[src/design/hpc_pkg.sv]
// ----------------------------------------------------------------------------
// hpc_pkg
// Shared types and constants for the hot-wire probe controller.
// ----------------------------------------------------------------------------
package hpc_pkg;

  // Signed accumulator width.
  localparam int unsigned SUM_WIDTH    = 32;
  localparam int unsigned CNT_WIDTH    = 32;
  localparam int unsigned SAMPLE_WIDTH = 16;
  localparam int unsigned FUNC_WIDTH   = 2;
  localparam int unsigned STATE_WIDTH  = 3;
  localparam int unsigned MODE_WIDTH   = 3;
  localparam int unsigned LIMIT_WIDTH  = 15;
  localparam int unsigned REF_WIDTH    = 2;
  localparam int unsigned CFG_IDX_W    = 1;
  localparam int unsigned CFG_DATA_W   = 15;
  localparam int unsigned DIV_CNT_W    = $clog2(SUM_WIDTH + 1);

  localparam logic [MODE_WIDTH-1:0]  MODE_RESET  = MODE_WIDTH'(1);
  localparam logic [LIMIT_WIDTH-1:0] LIMIT_RESET = LIMIT_WIDTH'(31000);

  // Clamp bounds for the latched mean, as quotient magnitudes.
  localparam logic [SUM_WIDTH-1:0] AVG_POS_MAX = SUM_WIDTH'(32767);
  localparam logic [SUM_WIDTH-1:0] AVG_NEG_MAX = SUM_WIDTH'(32768);

  typedef enum logic [FUNC_WIDTH-1:0] {
    FUNC_POLL   = 2'd0,
    FUNC_SAMPLE = 2'd1,
    FUNC_READ   = 2'd2
  } func_e;

  typedef enum logic [STATE_WIDTH-1:0] {
    ST_DISABLED  = 3'd0,
    ST_WAITING   = 3'd1,
    ST_ENABLED   = 3'd2,
    ST_SATURATED = 3'd3,
    ST_POWERFAIL = 3'd4
  } probe_state_e;

  typedef enum logic [CFG_IDX_W-1:0] {
    CFG_CONVERTER_MODE   = 1'b0,
    CFG_SATURATION_LIMIT = 1'b1
  } cfg_idx_e;

  // Converter mode codes.
  localparam logic [MODE_WIDTH-1:0] MODE_G1_2V56  = 3'd0;
  localparam logic [MODE_WIDTH-1:0] MODE_G1_1V1   = 3'd1;
  localparam logic [MODE_WIDTH-1:0] MODE_G10_3V0  = 3'd2;
  localparam logic [MODE_WIDTH-1:0] MODE_G10_2V56 = 3'd3;
  localparam logic [MODE_WIDTH-1:0] MODE_G10_1V1  = 3'd4;

  typedef enum logic [REF_WIDTH-1:0] {
    REF_1V1  = 2'd0,
    REF_2V56 = 2'd1,
    REF_3V0  = 2'd2
  } ref_e;

  typedef struct packed {
    logic busy;
    logic done;
  } div_stat_t;

  typedef struct packed {
    logic gain_ten;
    ref_e ref_sel;
  } conv_dec_t;

  function automatic conv_dec_t decode_mode(input logic [MODE_WIDTH-1:0] mode);
    conv_dec_t d;
    case (mode)
      MODE_G1_1V1:   d = '{gain_ten: 1'b0, ref_sel: REF_1V1};
      MODE_G10_3V0:  d = '{gain_ten: 1'b1, ref_sel: REF_3V0};
      MODE_G10_2V56: d = '{gain_ten: 1'b1, ref_sel: REF_2V56};
      MODE_G10_1V1:  d = '{gain_ten: 1'b1, ref_sel: REF_1V1};
      default:       d = '{gain_ten: 1'b0, ref_sel: REF_2V56};
    endcase
    return d;
  endfunction

endpackage

[src/design/hpc_if.sv]
// ----------------------------------------------------------------------------
// hpc interfaces
// Valid/ready channels for input items, results and register writes.
// ----------------------------------------------------------------------------
interface hpc_in_if;
  logic                                valid;
  logic                                ready;
  logic [hpc_pkg::FUNC_WIDTH-1:0]      func;
  logic                                battery_ok;
  logic                                probe_pin;
  logic signed [hpc_pkg::SAMPLE_WIDTH-1:0] sample;

  modport source (output valid, func, battery_ok, probe_pin, sample, input ready);
  modport sink   (input valid, func, battery_ok, probe_pin, sample, output ready);
endinterface

interface hpc_out_if;
  logic                                valid;
  logic                                ready;
  logic [hpc_pkg::STATE_WIDTH-1:0]     probe_state;
  logic signed [hpc_pkg::SAMPLE_WIDTH-1:0] average;
  logic                                sampling_on;
  logic                                pullup_on;
  logic                                gain_ten;
  logic [hpc_pkg::REF_WIDTH-1:0]       reference_code;

  modport source (output valid, probe_state, average, sampling_on, pullup_on, gain_ten,
                  reference_code, input ready);
  modport sink   (input valid, probe_state, average, sampling_on, pullup_on, gain_ten,
                  reference_code, output ready);
endinterface

interface hpc_cfg_if;
  logic                            valid;
  logic                            ready;
  logic [hpc_pkg::CFG_IDX_W-1:0]   index;
  logic [hpc_pkg::CFG_DATA_W-1:0]  data;

  modport source (output valid, index, data, input ready);
  modport sink   (input valid, index, data, output ready);
endinterface

[src/design/hpc_div.sv]
// ----------------------------------------------------------------------------
// hpc_div
// Restoring divider, one quotient bit per cycle, unsigned operands.
// ----------------------------------------------------------------------------
module hpc_div (
  input  logic                              clk_i,
  input  logic                              rst_ni,
  input  logic                              start_i,
  input  logic [hpc_pkg::SUM_WIDTH-1:0]     dividend_i,
  input  logic [hpc_pkg::CNT_WIDTH-1:0]     divisor_i,
  output hpc_pkg::div_stat_t                stat_o,
  output logic [hpc_pkg::SUM_WIDTH-1:0]     quotient_o
);

  localparam int unsigned SW = hpc_pkg::SUM_WIDTH;
  localparam int unsigned CW = hpc_pkg::CNT_WIDTH;
  localparam int unsigned KW = hpc_pkg::DIV_CNT_W;
  localparam logic [KW-1:0] LAST_STEP = KW'(SW - 1);

  typedef enum logic {
    DS_IDLE,
    DS_RUN
  } div_state_e;

  div_state_e     st_q;
  logic [KW-1:0]  step_q;
  logic [CW-1:0]  rem_q;
  logic [CW-1:0]  dvs_q;
  logic [SW-1:0]  quo_q;
  logic           done_q;

  logic [CW:0]    shifted;
  logic [CW+1:0]  diff;
  logic           ge;

  // Quotient register also holds the dividend bits not yet consumed.
  assign shifted = {rem_q, quo_q[SW-1]};
  assign diff    = {1'b0, shifted} - {2'b00, dvs_q};
  assign ge      = ~diff[CW+1];

  always_ff @(posedge clk_i or negedge rst_ni) begin
    if (!rst_ni) begin
      st_q   <= DS_IDLE;
      step_q <= '0;
      rem_q  <= '0;
      dvs_q  <= '0;
      quo_q  <= '0;
      done_q <= 1'b0;
    end else begin
      done_q <= 1'b0;
      case (st_q)
        DS_IDLE: begin
          if (start_i) begin
            rem_q  <= '0;
            dvs_q  <= divisor_i;
            quo_q  <= dividend_i;
            step_q <= '0;
            st_q   <= DS_RUN;
          end
        end
        DS_RUN: begin
          rem_q  <= ge ? diff[CW-1:0] : shifted[CW-1:0];
          quo_q  <= {quo_q[SW-2:0], ge};
          step_q <= step_q + KW'(1);
          if (step_q == LAST_STEP) begin
            done_q <= 1'b1;
            st_q   <= DS_IDLE;
          end
        end
        default: st_q <= DS_IDLE;
      endcase
    end
  end

  assign stat_o.busy = (st_q == DS_RUN);
  assign stat_o.done = done_q;
  assign quotient_o  = quo_q;

endmodule

[src/design/hotwire_probe_controller.sv]
// ----------------------------------------------------------------------------
// hotwire_probe_controller
// Hot-wire probe supervisor: state tracking, sample averaging, saturation.
// ----------------------------------------------------------------------------
// Each input transfer yields exactly one result transfer showing the probe
// state after the item. Items that need no divide go from the idle state to
// the emit state, which loads the result register and returns to idle.
// A read with samples pending, and a poll in the enabled state with a good
// battery and a positive sum, run the shared restoring divider (sum magnitude
// / count, one quotient bit per clock); the block waits in the divide state
// until the divider is done and then passes through the emit state. The
// input is not ready while an item is in work; the result sits in an output
// register, so a stalled sink only holds the block at the point of emitting
// the next result.
// Register writes are taken any cycle and should be issued while idle.
// ----------------------------------------------------------------------------
module hotwire_probe_controller (
  input  logic            clk_i,
  input  logic            rst_ni,
  hpc_in_if.sink          in_i,
  hpc_out_if.source       out_o,
  hpc_cfg_if.sink         cfg_i
);

  localparam int unsigned SW = hpc_pkg::SUM_WIDTH;
  localparam int unsigned CW = hpc_pkg::CNT_WIDTH;
  localparam int unsigned XW = hpc_pkg::SAMPLE_WIDTH;

  typedef enum logic [1:0] {
    S_IDLE,
    S_DIV,
    S_EMIT
  } ctl_state_e;

  // Control and architectural state
  ctl_state_e                         st_q;
  hpc_pkg::probe_state_e              mode_q;
  logic signed [SW-1:0]               sum_q;
  logic [CW-1:0]                      cnt_q;
  logic signed [XW-1:0]               avg_q;
  logic [hpc_pkg::MODE_WIDTH-1:0]     conv_mode_q;
  logic [hpc_pkg::LIMIT_WIDTH-1:0]    limit_q;
  logic                               op_read_q;  // divide serves a read, else a poll
  logic                               neg_q;      // sign of the dividend

  // Result register
  logic                               out_valid_q;
  hpc_pkg::probe_state_e              out_state_q;
  logic signed [XW-1:0]               out_avg_q;
  hpc_pkg::conv_dec_t                 out_dec_q;

  // Item decode
  logic                   in_xfer;
  logic                   cfg_xfer;
  hpc_pkg::func_e         func;
  logic                   cnt_zero;
  logic                   cnt_full;
  logic                   sum_pos;
  logic                   div_start;
  logic [SW-1:0]          sum_mag;

  // Saturating accumulate
  logic signed [SW:0]     sum_ext;
  logic signed [SW-1:0]   sum_sat;

  // Divider
  hpc_pkg::div_stat_t     div_stat;
  logic [SW-1:0]          quo;
  logic signed [XW-1:0]   avg_clamped;
  logic                   over_limit;

  assign in_xfer  = in_i.valid & in_i.ready;
  assign cfg_xfer = cfg_i.valid & cfg_i.ready;
  assign func     = hpc_pkg::func_e'(in_i.func);

  assign in_i.ready  = (st_q == S_IDLE);
  assign cfg_i.ready = 1'b1;

  assign cnt_zero = (cnt_q == '0);
  assign cnt_full = (cnt_q == '1);
  assign sum_pos  = ~sum_q[SW-1] & (sum_q != '0);
  // Two's-complement magnitude; the most negative sum still fits unsigned.
  assign sum_mag  = sum_q[SW-1] ? (~sum_q + SW'(1)) : sum_q;

  // Divide on a read with samples pending, or on a poll that may saturate.
  // A non-positive mean can never exceed the (non-negative) limit.
  always_comb begin
    div_start = 1'b0;
    if (in_xfer) begin
      if (func == hpc_pkg::FUNC_READ) begin
        div_start = ~cnt_zero;
      end else if (func == hpc_pkg::FUNC_POLL) begin
        div_start = in_i.battery_ok & (mode_q == hpc_pkg::ST_ENABLED) &
                    ~cnt_zero & sum_pos;
      end
    end
  end

  // Sum saturates at the signed accumulator limits.
  assign sum_ext = {sum_q[SW-1], sum_q} + (SW+1)'(in_i.sample);
  always_comb begin
    if (sum_ext[SW] != sum_ext[SW-1]) begin
      sum_sat = sum_ext[SW] ? {1'b1, {(SW-1){1'b0}}} : {1'b0, {(SW-1){1'b1}}};
    end else begin
      sum_sat = sum_ext[SW-1:0];
    end
  end

  hpc_div u_div (
    .clk_i      (clk_i),
    .rst_ni     (rst_ni),
    .start_i    (div_start),
    .dividend_i (sum_mag),
    .divisor_i  (cnt_q),
    .stat_o     (div_stat),
    .quotient_o (quo)
  );

  // Mean clamped into the 16-bit signed result range.
  always_comb begin
    if (neg_q) begin
      avg_clamped = (quo > hpc_pkg::AVG_NEG_MAX) ? {1'b1, {(XW-1){1'b0}}}
                                                 : XW'(~quo + SW'(1));
    end else begin
      avg_clamped = (quo > hpc_pkg::AVG_POS_MAX) ? {1'b0, {(XW-1){1'b1}}} : quo[XW-1:0];
    end
  end
  assign over_limit = ~neg_q & (quo > SW'(limit_q));

  always_ff @(posedge clk_i or negedge rst_ni) begin
    if (!rst_ni) begin
      st_q        <= S_IDLE;
      mode_q      <= hpc_pkg::ST_DISABLED;
      sum_q       <= '0;
      cnt_q       <= '0;
      avg_q       <= '0;
      conv_mode_q <= hpc_pkg::MODE_RESET;
      limit_q     <= hpc_pkg::LIMIT_RESET;
      op_read_q   <= 1'b0;
      neg_q       <= 1'b0;
      out_valid_q <= 1'b0;
      out_state_q <= hpc_pkg::ST_DISABLED;
      out_avg_q   <= '0;
      out_dec_q   <= '0;
    end else begin
      if (cfg_xfer) begin
        case (hpc_pkg::cfg_idx_e'(cfg_i.index))
          hpc_pkg::CFG_CONVERTER_MODE:   conv_mode_q <= cfg_i.data[hpc_pkg::MODE_WIDTH-1:0];
          hpc_pkg::CFG_SATURATION_LIMIT: limit_q     <= cfg_i.data;
          default: ;
        endcase
      end

      // the emit state owns the valid flag while it runs
      if (out_o.ready && (st_q != S_EMIT)) begin
        out_valid_q <= 1'b0;
      end

      case (st_q)
        S_IDLE: begin
          if (in_xfer) begin
            op_read_q <= (func == hpc_pkg::FUNC_READ);
            neg_q     <= sum_q[SW-1];
            st_q      <= div_start ? S_DIV : S_EMIT;
            case (func)
              hpc_pkg::FUNC_POLL: begin
                if (!in_i.battery_ok) begin
                  // power fail falls straight through to waiting
                  mode_q <= hpc_pkg::ST_WAITING;
                end else begin
                  case (mode_q)
                    hpc_pkg::ST_WAITING: begin
                      if (!in_i.probe_pin) begin
                        mode_q <= hpc_pkg::ST_ENABLED;
                        sum_q  <= '0;
                        cnt_q  <= '0;
                      end
                    end
                    hpc_pkg::ST_ENABLED: ;  // saturation decided after the divide
                    hpc_pkg::ST_SATURATED: begin
                      if (in_i.probe_pin) begin
                        mode_q <= hpc_pkg::ST_WAITING;
                      end else begin
                        mode_q <= hpc_pkg::ST_ENABLED;
                        sum_q  <= '0;
                        cnt_q  <= '0;
                      end
                    end
                    default: mode_q <= hpc_pkg::ST_WAITING;
                  endcase
                end
              end
              hpc_pkg::FUNC_SAMPLE: begin
                if ((mode_q == hpc_pkg::ST_ENABLED) && !cnt_full) begin
                  sum_q <= sum_sat;
                  cnt_q <= cnt_q + CW'(1);
                end
              end
              default: ;  // a read with samples pending waits for the divider; code three does nothing
            endcase
          end
        end
        S_DIV: begin
          if (div_stat.done) begin
            if (op_read_q) begin
              avg_q <= avg_clamped;
              sum_q <= '0;
              cnt_q <= '0;
            end else if (over_limit) begin
              mode_q <= hpc_pkg::ST_SATURATED;
            end
            st_q <= S_EMIT;
          end
        end
        S_EMIT: begin
          if (!out_valid_q || out_o.ready) begin
            out_valid_q <= 1'b1;
            out_state_q <= mode_q;
            out_avg_q   <= avg_q;
            out_dec_q   <= hpc_pkg::decode_mode(conv_mode_q);
            st_q        <= S_IDLE;
          end
        end
        default: st_q <= S_IDLE;
      endcase
    end
  end

  assign out_o.valid          = out_valid_q;
  assign out_o.probe_state    = out_state_q;
  assign out_o.average        = out_avg_q;
  assign out_o.sampling_on    = (out_state_q == hpc_pkg::ST_ENABLED);
  assign out_o.pullup_on      = (out_state_q == hpc_pkg::ST_WAITING) ||
                                (out_state_q == hpc_pkg::ST_SATURATED);
  assign out_o.gain_ten       = out_dec_q.gain_ten;
  assign out_o.reference_code = out_dec_q.ref_sel;

`ifndef SYNTHESIS
  // Input is never taken while the divider is running.
  a_no_accept_busy: assert property (@(posedge clk_i) disable iff (!rst_ni)
    in_i.ready |-> !div_stat.busy)
    else $error("input ready while divider busy");

  // Divider completion only lands in the divide state.
  a_done_in_div: assert property (@(posedge clk_i) disable iff (!rst_ni)
    div_stat.done |-> (st_q == S_DIV))
    else $error("divider done outside divide state");

  // An accepted item blocks the input for at least the next cycle.
  a_one_at_a_time: assert property (@(posedge clk_i) disable iff (!rst_ni)
    in_xfer |=> !in_i.ready)
    else $error("input accepted twice in a row");

  // Reads clear the accumulator when the mean is latched.
  a_read_clears: assert property (@(posedge clk_i) disable iff (!rst_ni)
    (st_q == S_DIV && div_stat.done && op_read_q) |=> (cnt_q == '0 && sum_q == '0))
    else $error("accumulator not cleared after read");
`endif

endmodule
[src/flat_wrapper.sv]
// flat-port wrapper written by rule: the top's interface ports become plain ports
module hotwire_probe_controller_flat 
  (clk_i, rst_ni, in_i_valid, in_i_func, in_i_battery_ok, in_i_probe_pin, in_i_sample, in_i_ready, out_o_valid, out_o_probe_state, out_o_average, out_o_sampling_on, out_o_pullup_on, out_o_gain_ten, out_o_reference_code, out_o_ready, cfg_i_valid, cfg_i_index, cfg_i_data, cfg_i_ready);
  hpc_in_if in_i_i ();
  hpc_out_if out_o_i ();
  hpc_cfg_if cfg_i_i ();
  input  logic clk_i;
  input  logic rst_ni;
  input wire logic [$bits(in_i_i.valid)-1:0] in_i_valid;
  input wire logic [$bits(in_i_i.func)-1:0] in_i_func;
  input wire logic [$bits(in_i_i.battery_ok)-1:0] in_i_battery_ok;
  input wire logic [$bits(in_i_i.probe_pin)-1:0] in_i_probe_pin;
  input wire logic [$bits(in_i_i.sample)-1:0] in_i_sample;
  output wire logic [$bits(in_i_i.ready)-1:0] in_i_ready;
  output wire logic [$bits(out_o_i.valid)-1:0] out_o_valid;
  output wire logic [$bits(out_o_i.probe_state)-1:0] out_o_probe_state;
  output wire logic [$bits(out_o_i.average)-1:0] out_o_average;
  output wire logic [$bits(out_o_i.sampling_on)-1:0] out_o_sampling_on;
  output wire logic [$bits(out_o_i.pullup_on)-1:0] out_o_pullup_on;
  output wire logic [$bits(out_o_i.gain_ten)-1:0] out_o_gain_ten;
  output wire logic [$bits(out_o_i.reference_code)-1:0] out_o_reference_code;
  input wire logic [$bits(out_o_i.ready)-1:0] out_o_ready;
  input wire logic [$bits(cfg_i_i.valid)-1:0] cfg_i_valid;
  input wire logic [$bits(cfg_i_i.index)-1:0] cfg_i_index;
  input wire logic [$bits(cfg_i_i.data)-1:0] cfg_i_data;
  output wire logic [$bits(cfg_i_i.ready)-1:0] cfg_i_ready;
  assign in_i_i.valid = in_i_valid;
  assign in_i_i.func = in_i_func;
  assign in_i_i.battery_ok = in_i_battery_ok;
  assign in_i_i.probe_pin = in_i_probe_pin;
  assign in_i_i.sample = in_i_sample;
  assign in_i_ready = in_i_i.ready;
  assign out_o_valid = out_o_i.valid;
  assign out_o_probe_state = out_o_i.probe_state;
  assign out_o_average = out_o_i.average;
  assign out_o_sampling_on = out_o_i.sampling_on;
  assign out_o_pullup_on = out_o_i.pullup_on;
  assign out_o_gain_ten = out_o_i.gain_ten;
  assign out_o_reference_code = out_o_i.reference_code;
  assign out_o_i.ready = out_o_ready;
  assign cfg_i_i.valid = cfg_i_valid;
  assign cfg_i_i.index = cfg_i_index;
  assign cfg_i_i.data = cfg_i_data;
  assign cfg_i_ready = cfg_i_i.ready;
  hotwire_probe_controller u_core (.clk_i(clk_i), .rst_ni(rst_ni), .in_i(in_i_i), .out_o(out_o_i), .cfg_i(cfg_i_i));
endmodule
[config.mk]
export PLATFORM = sky130hd
export DESIGN_NAME = hotwire_probe_controller_flat
export DESIGN_NICKNAME = d
export VERILOG_FILES = /design/src/design/hpc_pkg.sv /design/src/design/hpc_if.sv /design/src/design/hpc_div.sv /design/src/design/hotwire_probe_controller.sv /design/src/flat_wrapper.sv
export SDC_FILE = /design/constraint.sdc
export NUM_CORES = 1
export LEC_CHECK = 0
export BUFFER_PORTS_ARGS = -buffer_cell sky130_fd_sc_hd__buf_2
export CORE_UTILIZATION = 40
export CTS_BUF_LIST = sky130_fd_sc_hd__clkbuf_2 sky130_fd_sc_hd__clkbuf_4 sky130_fd_sc_hd__clkbuf_8
export CTS_CLUSTER_DIAMETER = 50
export DETAILED_ROUTE_END_ITERATION = 8
export GPL_TIMING_DRIVEN = 1
export PLACE_DENSITY = 0.61
export SYNTH_ARGS = -nofsm -noshare
export SYNTH_HDL_FRONTEND = slang
export SYNTH_SLANG_ARGS = --single-unit
[constraint.sdc]
create_clock -name clk_i -period 4.65 [get_ports clk_i]
set_input_delay 0.465 -clock clk_i [delete_from_list [all_inputs] [get_ports clk_i]]
set_output_delay 0.465 -clock clk_i [all_outputs]
set_load 0.1 [all_outputs]
==> results.toml <==
[status]
outcome = "finished clean"

[critical_path]
crit_top_cell = "o21ai_1"
r2r-end = "u_core.sum_q[9]"
start_kind = "flop"
cpMaxStageDelayCell = "and3_1"
rr_startpoint = "u_core.sum_q[0]"
critical-path-max-stage-delay_ns = 0.51
crit_required_ns = 5.10
cp_cell_sequence = "ha_1 > fa_1 > a21o_1 > a221oi_2 > or2_1 > o21ai_1 > a31oi_1 > o21ai_1 > and2_1 > and3_1 > a221o_1"
critPathMaxFanout = 28
endpoint_kind = "flop"
path_class = "reg2reg"
r2r_slack_ns = 0.85
cpLargestDelayFamily = "compound AO/OA/AOI/OAI gates"
path_buf_inv = 0
critPathArrivalTime_ns = 4.25
r2r_cells = 11

[timing]
max_slew_margin_pct = 32.7
setup_viol = 0
skew_ns = 0.0206
period_minus_slack_ns = 3.80
final_hold_viol_count = 0
hold_slack_ns = 0.123
max_freq_ghz = 0.263
tightest_slew_ns = 1.01
rsz0062_at_grt = "no"
slew_viol_final = 0
period_share_pct = 81.7
finalWorstSetupSlack_ns = 0.852
fin_tns_setup_ns = 0

[clock_network]
cts_buffers = 43
htree_levels = 2
post_cts_resized = 0
clockBufferDepth = 3
cts.sinks = 230
clockRootBuffer = "clkbuf_8"
cts_tree = "yes"
insertion_delay_ns = 0.57
clkTransAtPathRegs_ns = 0.06

[die]
dieArea_sq_um = 38300
ios = 68
core_area_sq_um = 36800
die_w_um = 196
die_y_um = 196
fp-row-count = 70
start_util_pct = 40.8

[route]
num_vias = 12900
routed_wirelength_um = 37200
drt_iter0_markers = 632
drtPass1Iterations = 5
postRouteAntennaNets = 0
wl_per_cell_um = 16.3
drc = 0
vias_per_cell = 5.67

[logic_synthesis]
async_reset_ff_share_pct = 100
synth.distinct_cells = 76
syn_inst = 1741
synth_fp_nets = 1868
synth-main-ff-cell = "dfrtp_1"
ys_warn_count = 0
synth-seq-cells = 230
yosysSeqAreaShare_pct = 38.4
syn_area_sq_um = 15000
synth.avg_cell_area_sq_um = 8.63
synth_edf_count = 0

[placed_design]
portBuffers = 65
pre_cts_ws_ns = 0.690
dpl.cell_count = 2195
gp_congestion = 0.911
hpwl_um = 26600

[layout]
layout_common_cells = "nand2_1, dfrtp_1, o21ai_0, nor2_1, ha_1"
area_growth_pct = 11.3
final_common_cell = "nand2_1"
nets = 1900
drive_gt1_share_pct = 12.9
fin_cells = 2276

[pwr]
seqPwrFrac_pct = 46.4
clockPowerShare_pct = 48.5
p_sw_mw = 1.06
p_int_mw = 3.36
combPwrFrac_pct = 5.1
switching_share_pct = 23.9
power_density_nw_per_um2 = 264
ir_drop_mv = 0.170
p_leak_nw = 7.55

[global_route]
overflow = 0
grt_pass1_vias = 12400
antenna_found_initial = 2
track_usage_pct = 19.6
grt_start_max_net_pins = 114
grt_pass1_wl_um = 62500

[worst_hold_path]
whs_path_depth = 2
holdPathEnd = "u_core.limit_q[8]"
hold_start = "cfg_i_data[8]"
hp-class = "in2reg"

[flow_run]
maxCapViolCount = 0
## repair_timing
| item | in CTS | in global routing |
|---|---|---|
| hold buffers | 1 | 0 |
| setup buffers | 0 | 0 |
| endpoints found under the hold margin | 20 | 0 |
## synth_stat cells, types with 4 or more instances
cell type / count / area share, %
nor3b_1: 4 / 0.20
or2_2: 6 / 0.25
nor4_1: 17 / 0.71
o41ai_1: 7 / 0.41
xnor2_1: 46 / 2.7
a21oi_1: 83 / 2.8
nand4_1: 28 / 1.2
or3_1: 10 / 0.42
nand2b_1: 15 / 0.62
nand3_1: 61 / 2.0
nand4b_1: 9 / 0.52
or4_1: 5 / 0.25
nor3_1: 19 / 0.63
o21bai_1: 9 / 0.45
dfstp_2: 8 / 1.4
a211oi_1: 11 / 0.55
a21o_1: 35 / 1.7
nor2b_1: 18 / 0.75
and3_1: 22 / 0.92
o211a_1: 5 / 0.33
nor4b_1: 4 / 0.23
ha_1: 84 / 7.0
o21ai_1: 22 / 0.73
mux2_2: 38 / 2.8
o221ai_1: 7 / 0.41
o21a_1: 14 / 0.70
nor2_1: 89 / 2.2
dfrtp_1: 222 / 37
and2_1: 10 / 0.42
buf_4: 5 / 0.25
a221o_1: 33 / 2.2
inv_1: 72 / 1.8
xor2_1: 42 / 2.4
o31ai_1: 21 / 1.0
buf_2: 15 / 0.50
mux2i_1: 7 / 0.47
nand2_1: 260 / 6.5
a31oi_1: 24 / 1.0
o21ai_0: 187 / 6.2
clkbuf_1: 73 / 1.8
o211ai_1: 32 / 1.6
## cell families after synthesis
kind of cell    after synthesis  synth area share (%)
fa+ha+maj                    87                  7.33
compound gates              524                  22.2
buf+inv                     169                  4.52
simple gates                596                  19.1
xor+xnor                     88                  5.13
mux                          45                  3.32
flops                       230                  38.4
other cells                   2                0.0500
## power by group through the flow
stage                     sequential, mW  clock (mW)  combinational, mW
after global routing                2.05        2.29              0.256
final                               2.05        2.14              0.224
after CTS                           2.05        2.20              0.227
after floorplan                     2.08           0              0.130
after global placement              2.08           0              0.221
after detailed placement            2.08           0              0.225
## worst reg2reg max path, cell delays in order (launching register included)
cell      delay (ns)
dfrtp_1         0.44
ha_1            0.24
fa_1            0.42
a21o_1          0.23
a221oi_2        0.33
or2_1           0.16
o21ai_1         0.09
a31oi_1         0.41
o21ai_1         0.19
and2_1          0.24
and3_1          0.51
a221o_1         0.42
## metal layers
layer	part of all wire (%)	global-route usage, %
met5	0.043	0
met4	2.4	5.99
met3	4.0	3.03
met2	44	30.4
met1	50	28.1
## sequential cells by signal (all words and copies together) (netlist names), 3 cells and up
signal,flops
u_core.cnt_q,32
u_core.avg_q,16
u_core.u_div.dvs_q,32
u_core.conv_mode_q,3
u_core.limit_q,15
u_core.u_div.quotient_o,32
u_core.u_div.rem_q,32
u_core.u_div.step_q,6
u_core.out_o.average,16
u_core.sum_q,32
## stage by stage
step	area, sq um	utilization, %	power (mW)
floorplan	15000	-	2.21
detailed placement	15700	42.8	2.31
global placement	15700	42.8	2.30
CTS	16700	45.4	4.48
finish	16700	45.4	4.41
global route	16700	45.4	4.60
## worst max path at each step
stage,slack [ns],endpoint,from,cells after the start
3_3_place_gp,0.76,u_core.sum_q[10],in_i_sample[0],12
6_report,0.85,u_core.sum_q[9],u_core.sum_q[0],11
5_1_grt,0.58,u_core.sum_q[16],u_core.sum_q[0],11
4_1_cts,0.83,u_core.sum_q[9],u_core.sum_q[0],11
2_1_floorplan,1.22,u_core.sum_q[28],u_core.st_q[0],10
3_5_place_dp,0.69,u_core.sum_q[9],in_i_sample[0],12
## layout make-up
class | instances | area [sq um]
repair buffers | 84 | 518
flip-flops and latches | 230 | 5770
clock buffers | 70 | 907
clock inverters | 9 | 53.8
diodes | 1 | 2.50
inverters | 72 | 270
multi-input cells | 1342 | 8610
well taps | 468 | 586
fillers | 3595 | 20100
Note: power is estimated with default switching activity, not from simulation.
